==> config.mk <==
export PLATFORM = sky130hd
export DESIGN_NAME = strict_priority_four_class_server
export DESIGN_NICKNAME = d
export VERILOG_FILES = /design/src/hdl/spq4_pkg.sv /design/src/hdl/spq4_ram.sv /design/src/hdl/strict_priority_four_class_server.sv
export SDC_FILE = /design/constraint.sdc
export NUM_CORES = 2
export LEC_CHECK = 0
export BUFFER_PORTS_ARGS = -buffer_cell sky130_fd_sc_hd__clkbuf_2
export CORE_UTILIZATION = 35
export DETAILED_ROUTE_END_ITERATION = 10
export PLACE_DENSITY_LB_ADDON = 0.3
export REMOVE_ABC_BUFFERS = 1
export SETUP_SLACK_MARGIN = 0.5
export SYNTH_ARGS = -nofsm -noshare
export SYNTH_HDL_FRONTEND = slang
export SYNTH_SLANG_ARGS = --single-unit
export TNS_END_PERCENT = 20
==> constraint.sdc <==
create_clock -name clk -period 5.57 [get_ports clk]
set_input_delay 0 -clock clk [delete_from_list [all_inputs] [get_ports clk]]
set_output_delay 0 -clock clk [all_outputs]
set_load 0.005 [all_outputs]
==> src/hdl/spq4_pkg.sv <==
// ----------------------------------------------------------------------------
// spq4_pkg: shared definitions for the strict priority four class server
// Sizes, opcodes and defaults used by the server and its testbench.
// ----------------------------------------------------------------------------
package spq4_pkg;

	localparam int NUM_CLASSES       = 4;
	localparam int CLASS_W           = 2;
	localparam int DUR_W             = 16;
	localparam int QUEUE_DEPTH_DEF   = 16;
	localparam int ID_WIDTH_DEF      = 16;

	localparam logic FUNC_ARRIVE = 1'b0;
	localparam logic FUNC_TICK   = 1'b1;

endpackage

==> src/hdl/spq4_ram.sv <==
// ----------------------------------------------------------------------------
// spq4_ram: generic single write port RAM
// One write and one registered read per cycle; read data holds when idle.
// ----------------------------------------------------------------------------
module spq4_ram #(
	parameter int WIDTH = 32,
	parameter int DEPTH = 64
) (
	input  logic                     clk,
	input  logic                     we,
	input  logic [$clog2(DEPTH)-1:0] waddr,
	input  logic [WIDTH-1:0]         wdata,
	input  logic                     re,
	input  logic [$clog2(DEPTH)-1:0] raddr,
	output logic [WIDTH-1:0]         rdata
);

	logic [WIDTH-1:0] mem_q [DEPTH];

	always_ff @(posedge clk) begin
		if (we) begin
			mem_q[waddr] <= wdata;
		end
		if (re) begin
			rdata <= mem_q[raddr];
		end
	end

endmodule

==> src/hdl/strict_priority_four_class_server.sv <==
// Throughput: one beat per cycle, set by the input register, the job store
//   read port and the result register; back pressure stalls the whole pipe.
// Reset: arst_n clears queue heads and counts, the server state and all
//   valid flags; the job store itself is never cleared, only written.
// ----------------------------------------------------------------------------
// strict_priority_four_class_server: four FIFO classes feeding one server
// Arrivals append to their class queue, dropped when full; ticks run down the
// current job; a free server takes the head of the lowest-index non-empty class.
// ----------------------------------------------------------------------------
module strict_priority_four_class_server #(
	parameter int QUEUE_DEPTH = spq4_pkg::QUEUE_DEPTH_DEF,
	parameter int ID_WIDTH    = spq4_pkg::ID_WIDTH_DEF
) (
	input  logic                         clk,
	input  logic                         arst_n,
	input  logic                         in_valid,
	output logic                         in_ready,
	input  logic                         func,
	input  logic [ID_WIDTH-1:0]          job_id,
	input  logic [spq4_pkg::CLASS_W-1:0] priority_class,
	input  logic [spq4_pkg::DUR_W-1:0]   service_ticks,
	output logic                         out_valid,
	input  logic                         out_ready,
	output logic                         answered,
	output logic [ID_WIDTH-1:0]          answered_id,
	output logic [spq4_pkg::CLASS_W-1:0] answered_class,
	output logic                         dropped,
	output logic                         server_busy,
	output logic                         jobs_pending
);

	localparam int NC     = spq4_pkg::NUM_CLASSES;
	localparam int CW     = spq4_pkg::CLASS_W;
	localparam int DW     = spq4_pkg::DUR_W;
	localparam int POS_W  = $clog2(QUEUE_DEPTH);
	localparam int CNT_W  = $clog2(QUEUE_DEPTH + 1);
	localparam int SUM_W  = CNT_W + 1;
	localparam int DEPTH  = NC * QUEUE_DEPTH;
	localparam int ADDR_W = $clog2(DEPTH);
	localparam int MEM_W  = ID_WIDTH + DW;

	// input register
	logic                valid_s1;
	logic                func_s1;
	logic [ID_WIDTH-1:0] id_s1;
	logic [CW-1:0]       cls_s1;
	logic [DW-1:0]       dur_s1;

	// result register
	logic          valid_s2;
	logic          ans_s2;
	logic [CW-1:0] cls_s2;
	logic          drop_s2;
	logic          busy_s2;
	logic          pend_s2;

	// scheduler state
	logic [POS_W-1:0] head_q [NC];
	logic [CNT_W-1:0] cnt_q  [NC];
	logic             busy_q;
	logic [DW-1:0]    ticks_q;
	logic             load_q;

	logic [POS_W-1:0] head_d [NC];
	logic [CNT_W-1:0] cnt_d  [NC];
	logic             busy_d;
	logic [DW-1:0]    ticks_d;
	logic [DW-1:0]    eff_ticks;
	logic [DW-1:0]    rdur;

	logic              en;
	logic              fire;
	logic              start;
	logic              drop;
	logic              found;
	logic              pend;
	logic [CW-1:0]     pick;
	logic              we;
	logic              re;
	logic [ADDR_W-1:0] waddr;
	logic [ADDR_W-1:0] raddr;
	logic [SUM_W-1:0]  tail;
	logic [MEM_W-1:0]  rdata;

	assign en       = !valid_s2 || out_ready;
	assign fire     = valid_s1 && en;
	assign in_ready = !valid_s1 || en;

	assign rdur      = rdata[DW-1:0];
	assign eff_ticks = load_q ? ((rdur == '0) ? DW'(1) : rdur) : ticks_q;

	always_comb begin
		for (int c = 0; c < NC; c++) begin
			head_d[c] = head_q[c];
			cnt_d[c]  = cnt_q[c];
		end
		busy_d  = busy_q;
		ticks_d = eff_ticks;
		start   = 1'b0;
		drop    = 1'b0;
		found   = 1'b0;
		pick    = '0;
		we      = 1'b0;
		tail    = SUM_W'(head_q[cls_s1]) + SUM_W'(cnt_q[cls_s1]);
		if (tail >= SUM_W'(QUEUE_DEPTH)) begin
			tail = tail - SUM_W'(QUEUE_DEPTH);
		end
		if (fire) begin
			if (func_s1 == spq4_pkg::FUNC_ARRIVE) begin
				if (cnt_q[cls_s1] >= CNT_W'(QUEUE_DEPTH)) begin
					drop = 1'b1;
				end else begin
					we             = 1'b1;
					cnt_d[cls_s1]  = cnt_q[cls_s1] + CNT_W'(1);
				end
			end else begin
				if (busy_q) begin
					if (eff_ticks != '0) begin
						ticks_d = eff_ticks - DW'(1);
					end
					if (ticks_d == '0) begin
						busy_d = 1'b0;
					end
				end
				if (!busy_d) begin
					for (int c = 0; c < NC; c++) begin
						if (!found && cnt_q[c] != '0) begin
							found = 1'b1;
							pick  = CW'(c);
						end
					end
					if (found) begin
						start        = 1'b1;
						busy_d       = 1'b1;
						cnt_d[pick]  = cnt_q[pick] - CNT_W'(1);
						head_d[pick] = (head_q[pick] == POS_W'(QUEUE_DEPTH - 1)) ? '0
							: head_q[pick] + POS_W'(1);
					end
				end
			end
		end
		pend = 1'b0;
		for (int c = 0; c < NC; c++) begin
			pend = pend || (cnt_d[c] != '0);
		end
	end

	assign re    = start;
	assign waddr = ADDR_W'(cls_s1) * ADDR_W'(QUEUE_DEPTH) + ADDR_W'(tail);
	assign raddr = ADDR_W'(pick) * ADDR_W'(QUEUE_DEPTH) + ADDR_W'(head_q[pick]);

	spq4_ram #(
		.WIDTH(MEM_W),
		.DEPTH(DEPTH)
	) u_store (
		.clk  (clk),
		.we   (we),
		.waddr(waddr),
		.wdata({id_s1, dur_s1}),
		.re   (re),
		.raddr(raddr),
		.rdata(rdata)
	);

	always_ff @(posedge clk or negedge arst_n) begin
		if (!arst_n) begin
			for (int c = 0; c < NC; c++) begin
				head_q[c] <= '0;
				cnt_q[c]  <= '0;
			end
			busy_q   <= 1'b0;
			ticks_q  <= '0;
			load_q   <= 1'b0;
			valid_s1 <= 1'b0;
			valid_s2 <= 1'b0;
		end else begin
			for (int c = 0; c < NC; c++) begin
				head_q[c] <= head_d[c];
				cnt_q[c]  <= cnt_d[c];
			end
			busy_q  <= busy_d;
			ticks_q <= ticks_d;
			load_q  <= start;
			if (in_ready) begin
				valid_s1 <= in_valid;
			end
			if (en) begin
				valid_s2 <= valid_s1;
			end
		end
	end

	always_ff @(posedge clk) begin
		if (in_valid && in_ready) begin
			func_s1 <= func;
			id_s1   <= job_id;
			cls_s1  <= priority_class;
			dur_s1  <= service_ticks;
		end
		if (fire) begin
			ans_s2  <= start;
			cls_s2  <= start ? pick : '0;
			drop_s2 <= drop;
			busy_s2 <= busy_d;
			pend_s2 <= pend;
		end
	end

	assign out_valid      = valid_s2;
	assign answered       = ans_s2;
	assign answered_id    = ans_s2 ? rdata[DW +: ID_WIDTH] : '0;
	assign answered_class = cls_s2;
	assign dropped        = drop_s2;
	assign server_busy    = busy_s2;
	assign jobs_pending   = pend_s2;

endmodule

* Yosys cells after proc, flatten, opt, wreduce, memory -nomap -nowiden
Memory sizes are Yosys's and may differ from the RTL's. A register that Yosys moved wholly into a read port is not among the register bits.
Index checks and enable logic that the tools add are counted.
** Word-level totals
- RAM bits :: 2048
- Output and inout bits :: 24
- Bits in latches :: 0
- Word-level logic and storage cells :: 155
- Bits in read-only memories :: 0
- Register bits :: 97
- Bits of input ports :: 39
- Memories kept :: 1
** Memory list
- u_store.mem_q :: words 64, width 32, read ports 1, clocked after memory_dff 1, write ports 1, RTL line spq4_ram.sv:18 : logic [WIDTH-1:0] mem_q [DEPTH];
** Cells by class
- Add/sub/neg operators :: 8
- Bitwise logic cells :: 4
- Shift-type cells :: 0
- Reductions and logical operators :: 29
- Mux-type cells :: 83
- $lt $le $gt $ge :: 7
- Divide/modulo/power cells :: 0
- $mul :: 0
- Equal/unequal tests :: 1
** Operators by type and width (number)
- 16-bit 2-to-1 mux :: 10
- 20-bit 2-to-1 mux :: 5
- 20-bit bitwise mux :: 2
- 5-bit nonzero test :: 8
- 1-bit 2-to-1 mux :: 34
- 16-bit zero test :: 2
- 4-bit 2-to-1 mux :: 8
- 5-bit 2-to-1 mux :: 6
- 4-bit binary-select mux with 2-bit select :: 3
- 5-bit binary-select mux with 2-bit select :: 2
- 5-bit demux with 2-bit select :: 2
- 16-bit bitwise mux :: 1
- 2-bit 2-to-1 mux :: 8
- 16-bit nonzero test :: 1
- 16-bit by 1-bit subtractor with 16-bit output, second input constant :: 1
- 3-bit greater-or-equal comparator, second input constant :: 3
- 2-bit inverter with 3-bit output :: 3
- 4-bit demux with 2-bit select :: 1
- 1-bit logical AND :: 7
- 4-bit by 5-bit adder with 6-bit output :: 1
- 6-bit by 4-bit adder with 6-bit output :: 1
- 6-bit adder :: 1
- 6-bit by 5-bit greater-or-equal comparator with 1-bit output, second input constant :: 1
- 3-bit by 1-bit less-than comparator with 1-bit output, second input constant :: 2
- other kinds (11) :: 19

* Logic depth before layout (Yosys ltp)
- Word-level depth :: 48
- Depth in mapped cells :: 23
- Gate-level depth less buffers :: 17

* Hierarchy
From an unflattened synthesis, not the netlist that was laid out.
** Unflattened totals
- Cells, all modules :: 3922
- Area total of the unflattened synthesis :: 84822.6 µm²
** By module, submodules not included
- spq4_ram :: cells an instance 3324, area an instance 78835.6 µm², times used 1
- strict_priority_four_class_server :: cells an instance 598, area an instance 5987.0 µm², times used 1

* Least setup slack after synthesis
No wires, ideal clock.
- Kind :: reg-to-reg
- Start point :: register load_q
- End point :: register u_store.rdata[0], read port of u_store.mem_q, data pin
- Data required time :: 5297 ps
- Path slack :: -210 ps
- Setup time :: 273 ps
- Clock period less this slack :: 5780 ps
- Arrival :: 5507 ps
- Cell stages (with the launch flop) :: 21
- Path through :: dfrtp_1 -> buf_2 -> buf_2 -> mux2i_1 -> a21boi_0 -> ha_1 -> inv_1 -> o32a_1 -> or4_4 -> a31o_1 -> a211o_1 -> or4_4 -> o21ai_4 -> or2_1 -> buf_6 -> buf_2 -> mux4_2 -> a22oi_1 -> o21ai_0 -> a2111oi_0 -> nand3_1
** On the way
- Longest elaborated chain between the ends :: 19
** RTL lines
- start, declared :: RTL line strict_priority_four_class_server.sv:62 : logic load_q;
- start signal, assigned :: RTL line strict_priority_four_class_server.sv:183 : load_q <= start;
- 16-bit 2-to-1 mux (*) :: RTL line strict_priority_four_class_server.sv:90 : assign eff_ticks = load_q ? ((rdur == '0) ? DW'(1) : rdur) : ticks_q;
- 16-bit by 1-bit subtractor with 16-bit output or 16-bit nonzero test (tied branches) :: RTL line strict_priority_four_class_server.sv:119, strict_priority_four_class_server.sv:118
- 16-bit 2-to-1 mux (*) :: RTL line strict_priority_four_class_server.sv:118 : if (eff_ticks != '0) begin
- 16-bit 2-to-1 mux (*) :: RTL line strict_priority_four_class_server.sv:117 : if (busy_q) begin
- 16-bit 2-to-1 mux (*) :: RTL line strict_priority_four_class_server.sv:109 : if (func_s1 == spq4_pkg::FUNC_ARRIVE) begin
- 16-bit 2-to-1 mux (*) :: RTL line strict_priority_four_class_server.sv:108 : if (fire) begin
- 16-bit zero test (*) :: RTL line strict_priority_four_class_server.sv:121 : if (ticks_d == '0) begin
- 1-bit 2-to-1 mux (*) :: RTL line strict_priority_four_class_server.sv:121
- [2 not listed]
- 1-bit 2-to-1 mux (*) :: RTL line strict_priority_four_class_server.sv:108
- 2-bit 2-to-1 mux :: RTL line strict_priority_four_class_server.sv:125 : if (!busy_d) begin
- 2-bit 2-to-1 mux :: RTL line strict_priority_four_class_server.sv:109
- 2-bit 2-to-1 mux :: RTL line strict_priority_four_class_server.sv:108
- 2-bit inverter with 3-bit output (not written as such) :: RTL line strict_priority_four_class_server.sv:150 : assign raddr = ADDR_W'(pick) * ADDR_W'(QUEUE_DEPTH) + ADDR_W'(head_q[pick]);
- 4-bit binary-select mux with 2-bit select :: RTL line strict_priority_four_class_server.sv:150
- 4-bit 2-to-1 mux (not written as such) (2 in series) :: RTL line strict_priority_four_class_server.sv:150
- 6-bit by 4-bit adder with 6-bit output :: RTL line strict_priority_four_class_server.sv:150
- end, declared :: RTL line spq4_ram.sv:15 : output logic [WIDTH-1:0] rdata
Mark *: on every way between the ends. The rest lies on a longest branch, timed or not. The select of a mux whose other input is x is not followed.
A chain may end at the register's enable or synchronous reset.

* Worst setup path in the final report
- Start point :: register u_store.rdata[14], read port of u_store.mem_q
- End point :: register u_store.rdata[4], read port of u_store.mem_q, data pin
** On the way
- Longest elaborated chain between the ends :: 21
** RTL lines (RTL line)
- 16-bit zero test :: strict_priority_four_class_server.sv:90
- 16-bit 2-to-1 mux (*) (2 in series) :: strict_priority_four_class_server.sv:90
- 16-bit by 1-bit subtractor with 16-bit output or 16-bit nonzero test (tied branches) :: strict_priority_four_class_server.sv:119, strict_priority_four_class_server.sv:118
- 16-bit 2-to-1 mux (*) :: strict_priority_four_class_server.sv:118
- 16-bit 2-to-1 mux (*) :: strict_priority_four_class_server.sv:117
- 16-bit 2-to-1 mux (*) :: strict_priority_four_class_server.sv:109
- 16-bit 2-to-1 mux (*) :: strict_priority_four_class_server.sv:108
- 16-bit zero test (*) :: strict_priority_four_class_server.sv:121
- [3 not listed]
- 1-bit 2-to-1 mux (*) :: strict_priority_four_class_server.sv:108
- 2-bit 2-to-1 mux :: strict_priority_four_class_server.sv:125
- 2-bit 2-to-1 mux :: strict_priority_four_class_server.sv:109
- 2-bit 2-to-1 mux :: strict_priority_four_class_server.sv:108
- 2-bit inverter with 3-bit output (not written as such) :: strict_priority_four_class_server.sv:150
- 4-bit binary-select mux with 2-bit select :: strict_priority_four_class_server.sv:150
- 4-bit 2-to-1 mux (not written as such) (2 in series) :: strict_priority_four_class_server.sv:150
- 6-bit by 4-bit adder with 6-bit output :: strict_priority_four_class_server.sv:150
Marked as above.

==> impl_metrics.json <==
{
  "hp-class": "in2reg",
  "reg2reg_from": "u_store.rdata[14]",
  "vias": 54300,
  "crit_path_max_incr_delay_ns": 0.51,
  "nets": 6374,
  "yosysTopAreaCellShare_pct": 73.3,
  "powerDensity_nw_per_um2": 463,
  "synth_top_cell_by_area": "edfxtp_1",
  "setup_viol": 32,
  "crit_arrival_ns": 6.71,
  "critPathTopFamily": "compound AO/OA/AOI/OAI gates",
  "internal_power_mw": 33.4,
  "ys_async_sr_fraction_pct": 2.57,
  "seq_area_frac_synth_pct": 74.9,
  "yosys_register_bits": 2177,
  "end_kind": "register",
  "p_leak_nw": 36.1,
  "yosysWarnings": 0,
  "violations": "negative setup slack",
  "p_switching_mw": 16.4,
  "layout-drive-gt1-share_pct": 25.6,
  "hp-start": "job_id[11]",
  "dr.pass1.iters": 6,
  "fin_skew_ns": 0.0986,
  "cts_buffers": 214,
  "ant_nets": 0,
  "fin_crit_sh_pct": 111,
  "grt_pass1_vias": 53300,
  "synthCells": 5509,
  "cts.path.max_buffers": 3,
  "drc_errors": 0,
  "tightest_slew_ns": 1.06,
  "clock.fmax_ghz": 0.162,
  "core_area_um2": 246000,
  "slew_viol_final": 0,
  "critPathLaunch": "u_store.rdata[14]",
  "clk_pin_slew_ns": 0.06,
  "critPathRequiredTime_ns": 6.11,
  "rsz0062_at_grt": "yes",
  "crit_type": "reg2reg",
  "clk_latency_ns": 0.89,
  "synth_area_leaders": "edfxtp_1 73%, mux4_2 3.5%, nand2_1 3.5%",
  "tns_ns": -13.35,
  "grt_start_max_net_pins": 65,
  "design_power_total_mw": 49.8,
  "clock_sinks": 2177,
  "synth_cell_types": 79,
  "antenna_found_initial": 8,
  "track_usage_pct": 21.2,
  "maxCapViolCount": 0,
  "post-place-ws_ns": -1.80,
  "slew_headroom_pct": 29.3,
  "slowest_stage": "mux4_2",
  "ys_top_cells_by_count": "2,121 x edfxtp_1, 812 x nand2_1, 346 x a21oi_1",
  "status": "complete, but fails checks",
  "fin_crit_ns": 6.16,
  "worst_slack_ns": -0.592,
  "finalHoldViolations": 0,
  "wl_um": 271000,
  "holdWs_ns": 0.363,
  "io_pins": 63,
  "switching_share_pct": 33.0,
  "vias_per_cell": 5.53,
  "dpl-instance-area_um2": 97600,
  "worstPathMaxFanout": 6,
  "cts_tree": "yes",
  "die_area_um2": 250000,
  "stdcell_area_um2": 108000,
  "grt_pass1_wl_um": 385000,
  "wire_per_inst_um": 27.6,
  "numPlacedInstances": 9259,
  "root_buffer": "clkbuf_16",
  "die_height_um": 500,
  "num_rows": 182,
  "start_util_pct": 35.3,
  "die_x_um": 500,
  "portBuffers": 62,
  "crit_path_frequent_cell": "buf_4",
  "synth_most_common_cell": "edfxtp_1",
  "crit_chain": "nor4_4, buf_4, o2111a_1, a21boi_2, ha_2, inv_2, o32a_1, or4_4, buf_6, a31o_1, a211o_1, or4_4, o21ai_4, or2_4, buf_4, buf_12, buf_12, buf_8, mux4_2, nand2_1, a21oi_4, a2111oi_4, buf_4, nand3_2",
  "synth_ff_type": "edfxtp_1",
  "postLayoutCoreUtil_pct": 43.7,
  "syn_area_um2": 86900,
  "synth_edf_count": 2121,
  "ir_drop_mv": 0.377,
  "area_growth_syn_to_layout_pct": 23.8,
  "drt_first_iter_violations": 6240,
  "power_frac_seq_pct": 36.9,
  "cp.buffers_inverters": 8,
  "layout.cells.non_filler": 9824,
  "synth.avg_cell_area_um2": 15.8,
  "grt.overflow.total": 0,
  "globalplace.congestion": 0.868,
  "clkPwrFrac_pct": 28.4,
  "start_kind": "register",
  "hpwl_um": 165000,
  "cts.htree.levels": 4,
  "p_comb_share_pct": 34.7
}
==> final cells by class <==
type	instances	area (um^2)
fill	21800	139000
sequential	2177	65100
multi-input combinational	2979	22100
timing repair buffer	939	9400
clock buffer	267	5550
tap	3312	4140
clock inverter	134	1240
inverter	14	52.6
antenna	2	5.00
==> repair_timing <==
action                     in CTS  in global routing
pin swaps                      47                 30
setup buffers                  21                 53
hold endpoints to repair      113                  0
hold buffers                   77                  0
resized for setup             225                116
cloned                          7                  4
setup endpoints to repair      35                758
==> power groups by stage <==
stage                     Sequential, mW  Combinational (mW)  Clock (mW)
final                               18.4                17.3        14.1
after global routing                18.4                18.2        14.9
after CTS                           18.4                16.4        14.4
after detailed placement            18.7                15.2           0
after global placement              18.7                15.1           0
after floorplan                     18.8                7.41           0
==> state kept, by name, summed over array words and instances (netlist names), 16 cells and up <==
name           cells
cnt_q             20
ticks_q           16
id_s1             16
u_store.rdata     32
dur_s1            16
head_q            16
u_store.mem_q   2048
==> placed cells by master, fill, tap and decap left out, types with 108 or more instances in the layout <==
cell type  count
mux2i_1      219
nand2_1      791
a21oi_1      325
buf_4        603
nand3_1      136
edfxtp_1    2121
buf_12       147
mux4_2       136
nor2_1       108
clkbuf_16    218
==> per-layer routing <==
layer  global-route usage [%]  routed length, um  up-vias
met5                        0                 48        -
met4                     7.36               9380        8
met3                     2.90              17100      417
met2                     34.3             129000     2130
met1                     29.1             115000    28400
li1                         -                  -    23400
==> final timing paths <==
kind	depth (start not counted)	to	slack (ns)
worst max-delay path	24	u_store.rdata[4]	-0.59
worst min-delay path	3	id_s1[11]	0.36
worst max register to register	24	u_store.rdata[4]	-0.59
worst min register to register	0	u_store.mem_q[25][22]	0.54
max in group asynchronous	4	ticks_q[4]	4.57
min in group asynchronous	4	cnt_q[2]	0.43
==> cells by family after synthesis <==
kind of cell | after synthesis | share of synthesized area [%]
XOR/XNOR | 30 | 0.302
AND/OR/NAND/NOR | 1434 | 7.32
AO/OA/AOI/OAI | 1057 | 8.28
flip-flops | 2177 | 74.9
multiplexers | 448 | 7.25
adder cells (fa/ha/maj) | 10 | 0.153
buffers and inverters | 353 | 1.83
==> worst min-delay path, delay by kind of cell <==
| kind | cells | cell delay (ns) |
|---|---|---|
| buffers and inverters | 3 | 1.13 |
Note: power is estimated with default switching activity, not from simulation.
